**src/hdl/pimrp_pkg.sv**
```systemverilog
// ----------------------------------------------------------------------------
// pimrp_pkg
// Shared types, constants and command codes for the point-in-mesh ray parity
// block.
// ----------------------------------------------------------------------------
`timescale 1ns / 1ps

package pimrp_pkg;

  // Default width of the saturating crossing counter
  localparam int COUNT_WIDTH_DEF = 16;

  // Arithmetic widths
  localparam int VW  = 33;   // edge / offset vector component
  localparam int PW  = 67;   // det, u and Q components
  localparam int MW  = 35;   // multiplier operand
  localparam int XW  = 70;   // multiplier product
  localparam int AW  = 104;  // accumulator
  localparam int QLO = 34;   // low slice of a Q component fed to the multiplier

  localparam logic [19:0] DET_EPS_RESET = 20'd4295;

  // Configuration register indexes
  typedef enum logic [1:0] {
    REG_ORIGIN_X = 2'd0,
    REG_ORIGIN_Y = 2'd1,
    REG_ORIGIN_Z = 2'd2,
    REG_DET_EPS  = 2'd3
  } reg_idx_e;

  // Multiplier operand pairs
  typedef enum logic [3:0] {
    MS_E1Z_E2Y, MS_E1Y_E2Z, MS_TZ_E2Y, MS_TY_E2Z,
    MS_TY_E1Z,  MS_TZ_E1Y,  MS_TZ_E1X, MS_TX_E1Z,
    MS_TX_E1Y,  MS_TY_E1X,  MS_E2X_QXL, MS_E2X_QXH,
    MS_E2Y_QYL, MS_E2Y_QYH, MS_E2Z_QZL, MS_E2Z_QZH
  } mul_sel_e;

  // Accumulator operation, registered with the product and then applied after the multiply
  typedef enum logic [1:0] {
    ACC_HOLD, ACC_LOAD, ACC_ADD, ACC_SUB
  } acc_op_e;

  // Controller states
  typedef enum logic [5:0] {
    ST_IDLE,
    ST_DET0, ST_DET1, ST_DETW, ST_FLIP,
    ST_U0, ST_U1, ST_UW, ST_UCHK,
    ST_QX0, ST_QX1, ST_QXW, ST_QXCHK,
    ST_QY0, ST_QY1, ST_QYW, ST_QYST,
    ST_QZ0, ST_QZ1, ST_QZW, ST_QZST,
    ST_T0, ST_T1, ST_T2, ST_T3, ST_T4, ST_T5, ST_TW, ST_TCHK,
    ST_HIT, ST_FIN
  } state_e;

  // Controller to datapath
  typedef struct packed {
    logic     load;
    mul_sel_e sel;
    acc_op_e  op;
    logic     flip;
    logic     st_u;
    logic     st_qx;
    logic     st_qy;
    logic     st_qz;
    logic     count;
    logic     emit;
  } cmd_t;

  // Datapath to controller
  typedef struct packed {
    logic det_bad;
    logic u_bad;
    logic w_bad;
    logic t_neg;
    logic last;
    logic out_busy;
  } sts_t;

endpackage

```
**src/hdl/pimrp_ctrl.sv**
```systemverilog
// ----------------------------------------------------------------------------
// pimrp_ctrl
// Sequencer that walks one triangle through the shared multiplier and the
// hit checks, then tallies the hit and emits the result on the last face.
// ----------------------------------------------------------------------------
`timescale 1ns / 1ps

module pimrp_ctrl (
  input  logic              clk_i,
  input  logic              rst_ni,
  input  logic              in_valid_i,
  output logic              in_ready_o,
  input  pimrp_pkg::sts_t   sts_i,
  output pimrp_pkg::cmd_t   cmd_o
);

  pimrp_pkg::state_e state_q, state_d;

  // Hold state
  always_ff @(posedge clk_i or negedge rst_ni) begin
    if (!rst_ni) begin
      state_q <= pimrp_pkg::ST_IDLE;
    end else begin
      state_q <= state_d;
    end
  end

  // Advance through the step sequence; drop to FIN on any rejection
  always_comb begin
    state_d = state_q;
    unique case (state_q)
      pimrp_pkg::ST_IDLE:  if (in_valid_i) state_d = pimrp_pkg::ST_DET0;
      pimrp_pkg::ST_DET0:  state_d = pimrp_pkg::ST_DET1;
      pimrp_pkg::ST_DET1:  state_d = pimrp_pkg::ST_DETW;
      pimrp_pkg::ST_DETW:  state_d = pimrp_pkg::ST_FLIP;
      pimrp_pkg::ST_FLIP:  state_d = sts_i.det_bad ? pimrp_pkg::ST_FIN : pimrp_pkg::ST_U0;
      pimrp_pkg::ST_U0:    state_d = pimrp_pkg::ST_U1;
      pimrp_pkg::ST_U1:    state_d = pimrp_pkg::ST_UW;
      pimrp_pkg::ST_UW:    state_d = pimrp_pkg::ST_UCHK;
      pimrp_pkg::ST_UCHK:  state_d = sts_i.u_bad ? pimrp_pkg::ST_FIN : pimrp_pkg::ST_QX0;
      pimrp_pkg::ST_QX0:   state_d = pimrp_pkg::ST_QX1;
      pimrp_pkg::ST_QX1:   state_d = pimrp_pkg::ST_QXW;
      pimrp_pkg::ST_QXW:   state_d = pimrp_pkg::ST_QXCHK;
      pimrp_pkg::ST_QXCHK: state_d = sts_i.w_bad ? pimrp_pkg::ST_FIN : pimrp_pkg::ST_QY0;
      pimrp_pkg::ST_QY0:   state_d = pimrp_pkg::ST_QY1;
      pimrp_pkg::ST_QY1:   state_d = pimrp_pkg::ST_QYW;
      pimrp_pkg::ST_QYW:   state_d = pimrp_pkg::ST_QYST;
      pimrp_pkg::ST_QYST:  state_d = pimrp_pkg::ST_QZ0;
      pimrp_pkg::ST_QZ0:   state_d = pimrp_pkg::ST_QZ1;
      pimrp_pkg::ST_QZ1:   state_d = pimrp_pkg::ST_QZW;
      pimrp_pkg::ST_QZW:   state_d = pimrp_pkg::ST_QZST;
      pimrp_pkg::ST_QZST:  state_d = pimrp_pkg::ST_T0;
      pimrp_pkg::ST_T0:    state_d = pimrp_pkg::ST_T1;
      pimrp_pkg::ST_T1:    state_d = pimrp_pkg::ST_T2;
      pimrp_pkg::ST_T2:    state_d = pimrp_pkg::ST_T3;
      pimrp_pkg::ST_T3:    state_d = pimrp_pkg::ST_T4;
      pimrp_pkg::ST_T4:    state_d = pimrp_pkg::ST_T5;
      pimrp_pkg::ST_T5:    state_d = pimrp_pkg::ST_TW;
      pimrp_pkg::ST_TW:    state_d = pimrp_pkg::ST_TCHK;
      pimrp_pkg::ST_TCHK:  state_d = sts_i.t_neg ? pimrp_pkg::ST_FIN : pimrp_pkg::ST_HIT;
      pimrp_pkg::ST_HIT:   state_d = pimrp_pkg::ST_FIN;
      pimrp_pkg::ST_FIN: begin
        if (!sts_i.last || !sts_i.out_busy) state_d = pimrp_pkg::ST_IDLE;
      end
      default:             state_d = pimrp_pkg::ST_IDLE;
    endcase
  end

  // Drive datapath commands for the current step
  always_comb begin
    in_ready_o    = 1'b0;
    cmd_o         = '0;
    cmd_o.sel     = pimrp_pkg::MS_E1Z_E2Y;
    cmd_o.op      = pimrp_pkg::ACC_HOLD;
    unique case (state_q)
      pimrp_pkg::ST_IDLE: begin
        in_ready_o = 1'b1;
        cmd_o.load = in_valid_i;
      end
      pimrp_pkg::ST_DET0: begin
        cmd_o.sel = pimrp_pkg::MS_E1Z_E2Y; cmd_o.op = pimrp_pkg::ACC_LOAD;
      end
      pimrp_pkg::ST_DET1: begin
        cmd_o.sel = pimrp_pkg::MS_E1Y_E2Z; cmd_o.op = pimrp_pkg::ACC_SUB;
      end
      pimrp_pkg::ST_FLIP: cmd_o.flip = 1'b1;
      pimrp_pkg::ST_U0: begin
        cmd_o.sel = pimrp_pkg::MS_TZ_E2Y; cmd_o.op = pimrp_pkg::ACC_LOAD;
      end
      pimrp_pkg::ST_U1: begin
        cmd_o.sel = pimrp_pkg::MS_TY_E2Z; cmd_o.op = pimrp_pkg::ACC_SUB;
      end
      pimrp_pkg::ST_UCHK: cmd_o.st_u = 1'b1;
      pimrp_pkg::ST_QX0: begin
        cmd_o.sel = pimrp_pkg::MS_TY_E1Z; cmd_o.op = pimrp_pkg::ACC_LOAD;
      end
      pimrp_pkg::ST_QX1: begin
        cmd_o.sel = pimrp_pkg::MS_TZ_E1Y; cmd_o.op = pimrp_pkg::ACC_SUB;
      end
      pimrp_pkg::ST_QXCHK: cmd_o.st_qx = 1'b1;
      pimrp_pkg::ST_QY0: begin
        cmd_o.sel = pimrp_pkg::MS_TZ_E1X; cmd_o.op = pimrp_pkg::ACC_LOAD;
      end
      pimrp_pkg::ST_QY1: begin
        cmd_o.sel = pimrp_pkg::MS_TX_E1Z; cmd_o.op = pimrp_pkg::ACC_SUB;
      end
      pimrp_pkg::ST_QYST: cmd_o.st_qy = 1'b1;
      pimrp_pkg::ST_QZ0: begin
        cmd_o.sel = pimrp_pkg::MS_TX_E1Y; cmd_o.op = pimrp_pkg::ACC_LOAD;
      end
      pimrp_pkg::ST_QZ1: begin
        cmd_o.sel = pimrp_pkg::MS_TY_E1X; cmd_o.op = pimrp_pkg::ACC_SUB;
      end
      pimrp_pkg::ST_QZST: cmd_o.st_qz = 1'b1;
      pimrp_pkg::ST_T0: begin
        cmd_o.sel = pimrp_pkg::MS_E2X_QXL; cmd_o.op = pimrp_pkg::ACC_LOAD;
      end
      pimrp_pkg::ST_T1: begin
        cmd_o.sel = pimrp_pkg::MS_E2X_QXH; cmd_o.op = pimrp_pkg::ACC_ADD;
      end
      pimrp_pkg::ST_T2: begin
        cmd_o.sel = pimrp_pkg::MS_E2Y_QYL; cmd_o.op = pimrp_pkg::ACC_ADD;
      end
      pimrp_pkg::ST_T3: begin
        cmd_o.sel = pimrp_pkg::MS_E2Y_QYH; cmd_o.op = pimrp_pkg::ACC_ADD;
      end
      pimrp_pkg::ST_T4: begin
        cmd_o.sel = pimrp_pkg::MS_E2Z_QZL; cmd_o.op = pimrp_pkg::ACC_ADD;
      end
      pimrp_pkg::ST_T5: begin
        cmd_o.sel = pimrp_pkg::MS_E2Z_QZH; cmd_o.op = pimrp_pkg::ACC_ADD;
      end
      pimrp_pkg::ST_HIT: cmd_o.count = 1'b1;
      pimrp_pkg::ST_FIN: cmd_o.emit = sts_i.last && !sts_i.out_busy;
      default: ;
    endcase
  end

endmodule

```
**config.mk**
```make
export PLATFORM = sky130hd
export DESIGN_NAME = pimrp_ctrl
export DESIGN_NICKNAME = d
export VERILOG_FILES = /design/src/hdl/pimrp_pkg.sv /design/src/hdl/pimrp_ctrl.sv
export SDC_FILE = /design/constraint.sdc
export NUM_CORES = 1
export LEC_CHECK = 0
export CAP_MARGIN = 20
export CORE_AREA = 10 10 47 49
export CTS_CLUSTER_SIZE = 16
export DETAILED_ROUTE_END_ITERATION = 6
export DIE_AREA = 0 0 57 59
export DONT_BUFFER_PORTS = 1
export GPL_TIMING_DRIVEN = 0
export HOLD_SLACK_MARGIN = 0.03
export PLACE_DENSITY = 0.64
export SLEW_MARGIN = 40
export SYNTH_ARGS = -nofsm -noshare
export SYNTH_HDL_FRONTEND = slang
export SYNTH_SLANG_ARGS = --single-unit
```
**constraint.sdc**
```tcl
create_clock -name clk_i -period 1.7 [get_ports clk_i]
set_input_delay 0.17 -clock clk_i [delete_from_list [all_inputs] [get_ports clk_i]]
set_output_delay 0.17 -clock clk_i [all_outputs]
set_load 0.005 [all_outputs]
```
# Word level (Yosys, flattened, before mapping)
# Cells that the tools add are included.
[totals]
register_bits = 6
output_inout_bits = 15
wordCells = 56
[op_classes]
n_eq_ne = 32
n_mux = 17
n_reduce_logical = 6
[ops]
columns = ["cell", "n"]
rows = [
  ["one-hot mux 6 bit (31 select lines)", 1],
  ["one-hot mux 6 bit (16 select lines)", 1],
  ["equality test 6 x 5 -> 1 bit, second input constant", 15],
  ["equality test 6 x 4 -> 1 bit, second input constant", 8],
  ["equality test 6 x 3 -> 1 bit, second input constant", 4],
  ["2-to-1 mux 5 bit", 3],
  ["equality test 6 x 2 -> 1 bit, second input constant", 2],
  ["2-to-1 mux 6 bit", 2],
  ["2-to-1 mux 1 bit", 9],
  ["equality test 6 x 1 -> 1 bit, second input constant", 1],
  ["zero test 6 bit", 1],
  ["!= test 2 bit, second input constant", 2],
  ["zero test 1 bit", 2],
  ["2-to-1 mux 2 bit", 1],
  ["AND reduction 2 bit", 1],
  ["logical AND 1 bit", 1],
  ["logical OR 1 bit", 1],
]

# Longest topological paths before layout
[logic_depth]
ltp_word = 4
mapped_depth = 5

# Least setup slack after synthesis
# OpenSTA, ideal clock, no wires.
[synth_path]
kind = "flip-flop to output port"
startpoint = "register state_q[0]"
endpoint = "output port cmd_o[13] in the netlist's numbering"
t_arrival_ps = 1148
t_required_ps = 1530
slack_ps = 382
path_stages_with_launch = 5
path_buffers = 1
path_cell_list = "dfrtp_1 buf_6 or3_4 nor3_4 and2_1"
[synth_rtl]
columns = ["element", "line", "source"]
rows = [
  ["start, declared", "pimrp_ctrl.sv:17", "pimrp_pkg::state_e state_q, state_d;"],
  ["start signal, assigned", "pimrp_ctrl.sv:22", "state_q <= pimrp_pkg::ST_IDLE;"],
  ["start signal, assigned", "pimrp_ctrl.sv:24", "state_q <= state_d;"],
  ["end, declared", "pimrp_ctrl.sv:14", "output pimrp_pkg::cmd_t cmd_o"],
]

==> results by group <==
Synth
  – Primary FF master, synth: dfrtp_1
  – Ys async rst share: 100.0%
  – Post-synth EDFFs: 0
  – Average cell area after synthesis: 7.565 sq um
  – Netlist Area Pre-Place: 650.6 sq um
  – Largest area contributor in the netlist: dfrtp_1
  – Synth Warn #: 0
  – Synthesized instance count: 86
  – Sequential fraction of the synthesis area: 19.23%
  – Post-synthesis net count: 95
  – Yosys reg bits: 5
  – Synth top area cells: dfrtp_1 19%, a21oi_1 5.4%, nor3_1 5.4%
  – Post-synth cell types: 41
  – Share of Yosys cell area claimed by the top area cell type: 19.23%

Layout
  – Post-route cell area: 716.9 sq um
  – Largest regs: state_q x5
  – Non-Filler Instances: 107
  – Layout area overhead: 10.19%
  – # diodes: 0
  – Largest register FFs: 5
  – Layout Nets: 101
  – Biggest register: state_q
  – Final core occ: 51.16%
  – Ratio of cells with drive above 1 in the final layout: 26.37%
  – Most frequent cells in the layout: 7 x nor3_1, 7 x a21oi_1, 6 x nand2_1, 6 x nor2_1

Clock network
  – CTS tree: built
  – Clk slew on worst S/H paths: 0.04 ns
  – Clock insertion delay at the later pin of the skew report: 0.23 ns
  – Num CTS Buffers: 3
  – Root Driver: clkbuf_4
  – # H-tree levels: 1
  – Clock buffer depth: 2
  – Clock Sinks: 5
  – Setup repair bufs after CTS: 0

Global route
  – Vias in the first global route: 690
  – First-pass GRT wire length: 3063 microns
  – Largest net degree at the start of global routing: 11
  – Gr ovfl total: 0
  – GRT Total Usage: 10.77%
  – Initial antenna violation count: 0

Detailed routing
  – 1st-iter DRT viols: 22
  – Final ANT Viol Nets: 0
  – DRC: 0
  – Avg WL per Cell: 18.50 microns
  – DR vias: 708
  – Drt via density: 6.617
  – DRT Wirelength: 1979 microns
  – First drt pass iteration count: 4

Power
  – Total internal power: 0.6690 mW
  – Sequential Power Share: 18.2%
  – Combinational Power Share: 72.6%
  – PD cells: 1969 nW/um^2
  – Worst vdd ir: 752.0 uV
  – Total power: 1.411 mW
  – LEAKAGE: 0.2864 nW
  – Clk pwr share: 9.2%
  – Net Sw Frac: 52.60%
  – Sw Pwr: 0.7424 mW

Die
  – Core Region: 1401 sq um
  – Starting density of the core: 46.43%
  – DIE AREA: 3363 sq um
  – I/O Pins: 24
  – Die W: 57 microns
  – Row cnt: 14
  – Die Height: 59 microns

Place
  – Placed cell area: 670.6 sq um
  – Placer Congestion: 0.8163
  – Final HPWL DP: 1453 microns
  – I/O Buffers: 0
  – Placed Cells: 102
  – Place WS: 0.2683 ns

STA
  – Max Clk Rate: 611.0 MHz
  – Count of final hold-check violations: 0
  – Worst-margin pin slew: 0.3142 ns
  – Count of pins over their slew limit: 0
  – Fin crit period: 1.637 ns
  – Fin worst setup slack: 0.06335 ns
  – Tcrit/Tclk final: 96.27%
  – Worst Clk Skew: 0.002447 ns
  – Final setup viols: 0
  – Post-Route Setup TNS: 0 ns
  – RSZ-0062 raised after global routing: yes
  – Max-Slew Margin vs Limit: 78.89%
  – Worst hold slack: 0.1457 ns

Critical path
  – CP max FO: 10
  – Setup CP Type: register to primary output
  – Arr. time, crit path: 1.47 ns
  – CP endpoint kind: primary output
  – Critical path required time: 1.53 ns
  – Startpoint type of the worst setup path: register

Hold path
  – Hold Path Class: input port to register

Run
  – Max_cap viols: 0

Outcome
  – Status: finished clean
## cell type report
class	count	area [sq um]
Fill cell	154	684.4
Multi-Input combinational cell	70	464.2
Sequential cell	5	126.4
Buffer	9	62.56
Clock buffer	4	26.28
Tap cell	16	20.02
Timing Repair Buffer	1	10.01
Inverter	2	7.507
## what timing repair did
action	in CTS	in global routing
endpoints found under the setup margin	0	8
hold endpoints to repair	5	0
resized for setup	0	6
hold buffers	1	0
## path summary, 6_finish.rpt
path / startpoint / slack [ns] / end / depth (start not counted)
worst max-delay path: state_q[0]$_DFFE_PN0P_ / 0.06 / cmd_o[11] / 5
worst min-delay path: sts_i[4] / 0.15 / state_q[1]$_DFFE_PN0P_ / 2
worst max register to register: state_q[0]$_DFFE_PN0P_ / 0.36 / state_q[1]$_DFFE_PN0P_ / 5
worst min register to register: state_q[4]$_DFFE_PN0P_ / 0.76 / state_q[4]$_DFFE_PN0P_ / 3
max in group asynchronous: rst_ni / 1.28 / state_q[4]$_DFFE_PN0P_ / 1
min in group asynchronous: rst_ni / 0.22 / state_q[0]$_DFFE_PN0P_ / 1
## logic make-up (layout without fill, tap and decap cells)
group,count (synthesis),count (layout),share of synthesized area (%)
mux,2,2,3.269
flops,5,5,19.23
compound gates,22,22,23.46
xor+xnor,1,1,1.346
buf+inv,11,16,10.58
simple gates,45,45,42.12
## power groups by stage
stage               Clock (mW)  Sequential, mW  Combinational (mW)
floorplan                    0           0.232               0.800
global placement             0           0.254               0.976
detailed placement           0           0.253               0.984
CTS                      0.140           0.252               0.991
global route             0.147           0.263                1.13
finish                   0.130           0.256                1.03
## worst max-delay path, stage by stage, from the launching register on
cell     delay, ns
dfrtp_1       0.36
buf_6         0.13
buf_2         0.19
a21oi_1       0.17
nor2_1        0.09
o31ai_2       0.29
## metal layers
layer	vias to the layer above	share of wire, %	track usage, %
met5	-	0	0
met4	0	0	1.342
met3	0	10	4.292
met2	33	50	18.60
met1	340	40	12.53
li1	335	-	-
## cells in the mapped netlist, types with 2 or more instances
master    count
buf_4         2
a211oi_1      2
nand4_1       3
dfrtp_1       5
buf_2         4
inv_1         2
buf_6         2
nor2b_1       2
a21oi_1       7
o21ai_0       4
nor3_1        7
nand2_1       6
nand3_1       4
and3_1        2
and3b_1       2
nor2_1        7
(Power assumes the default switching activity.)
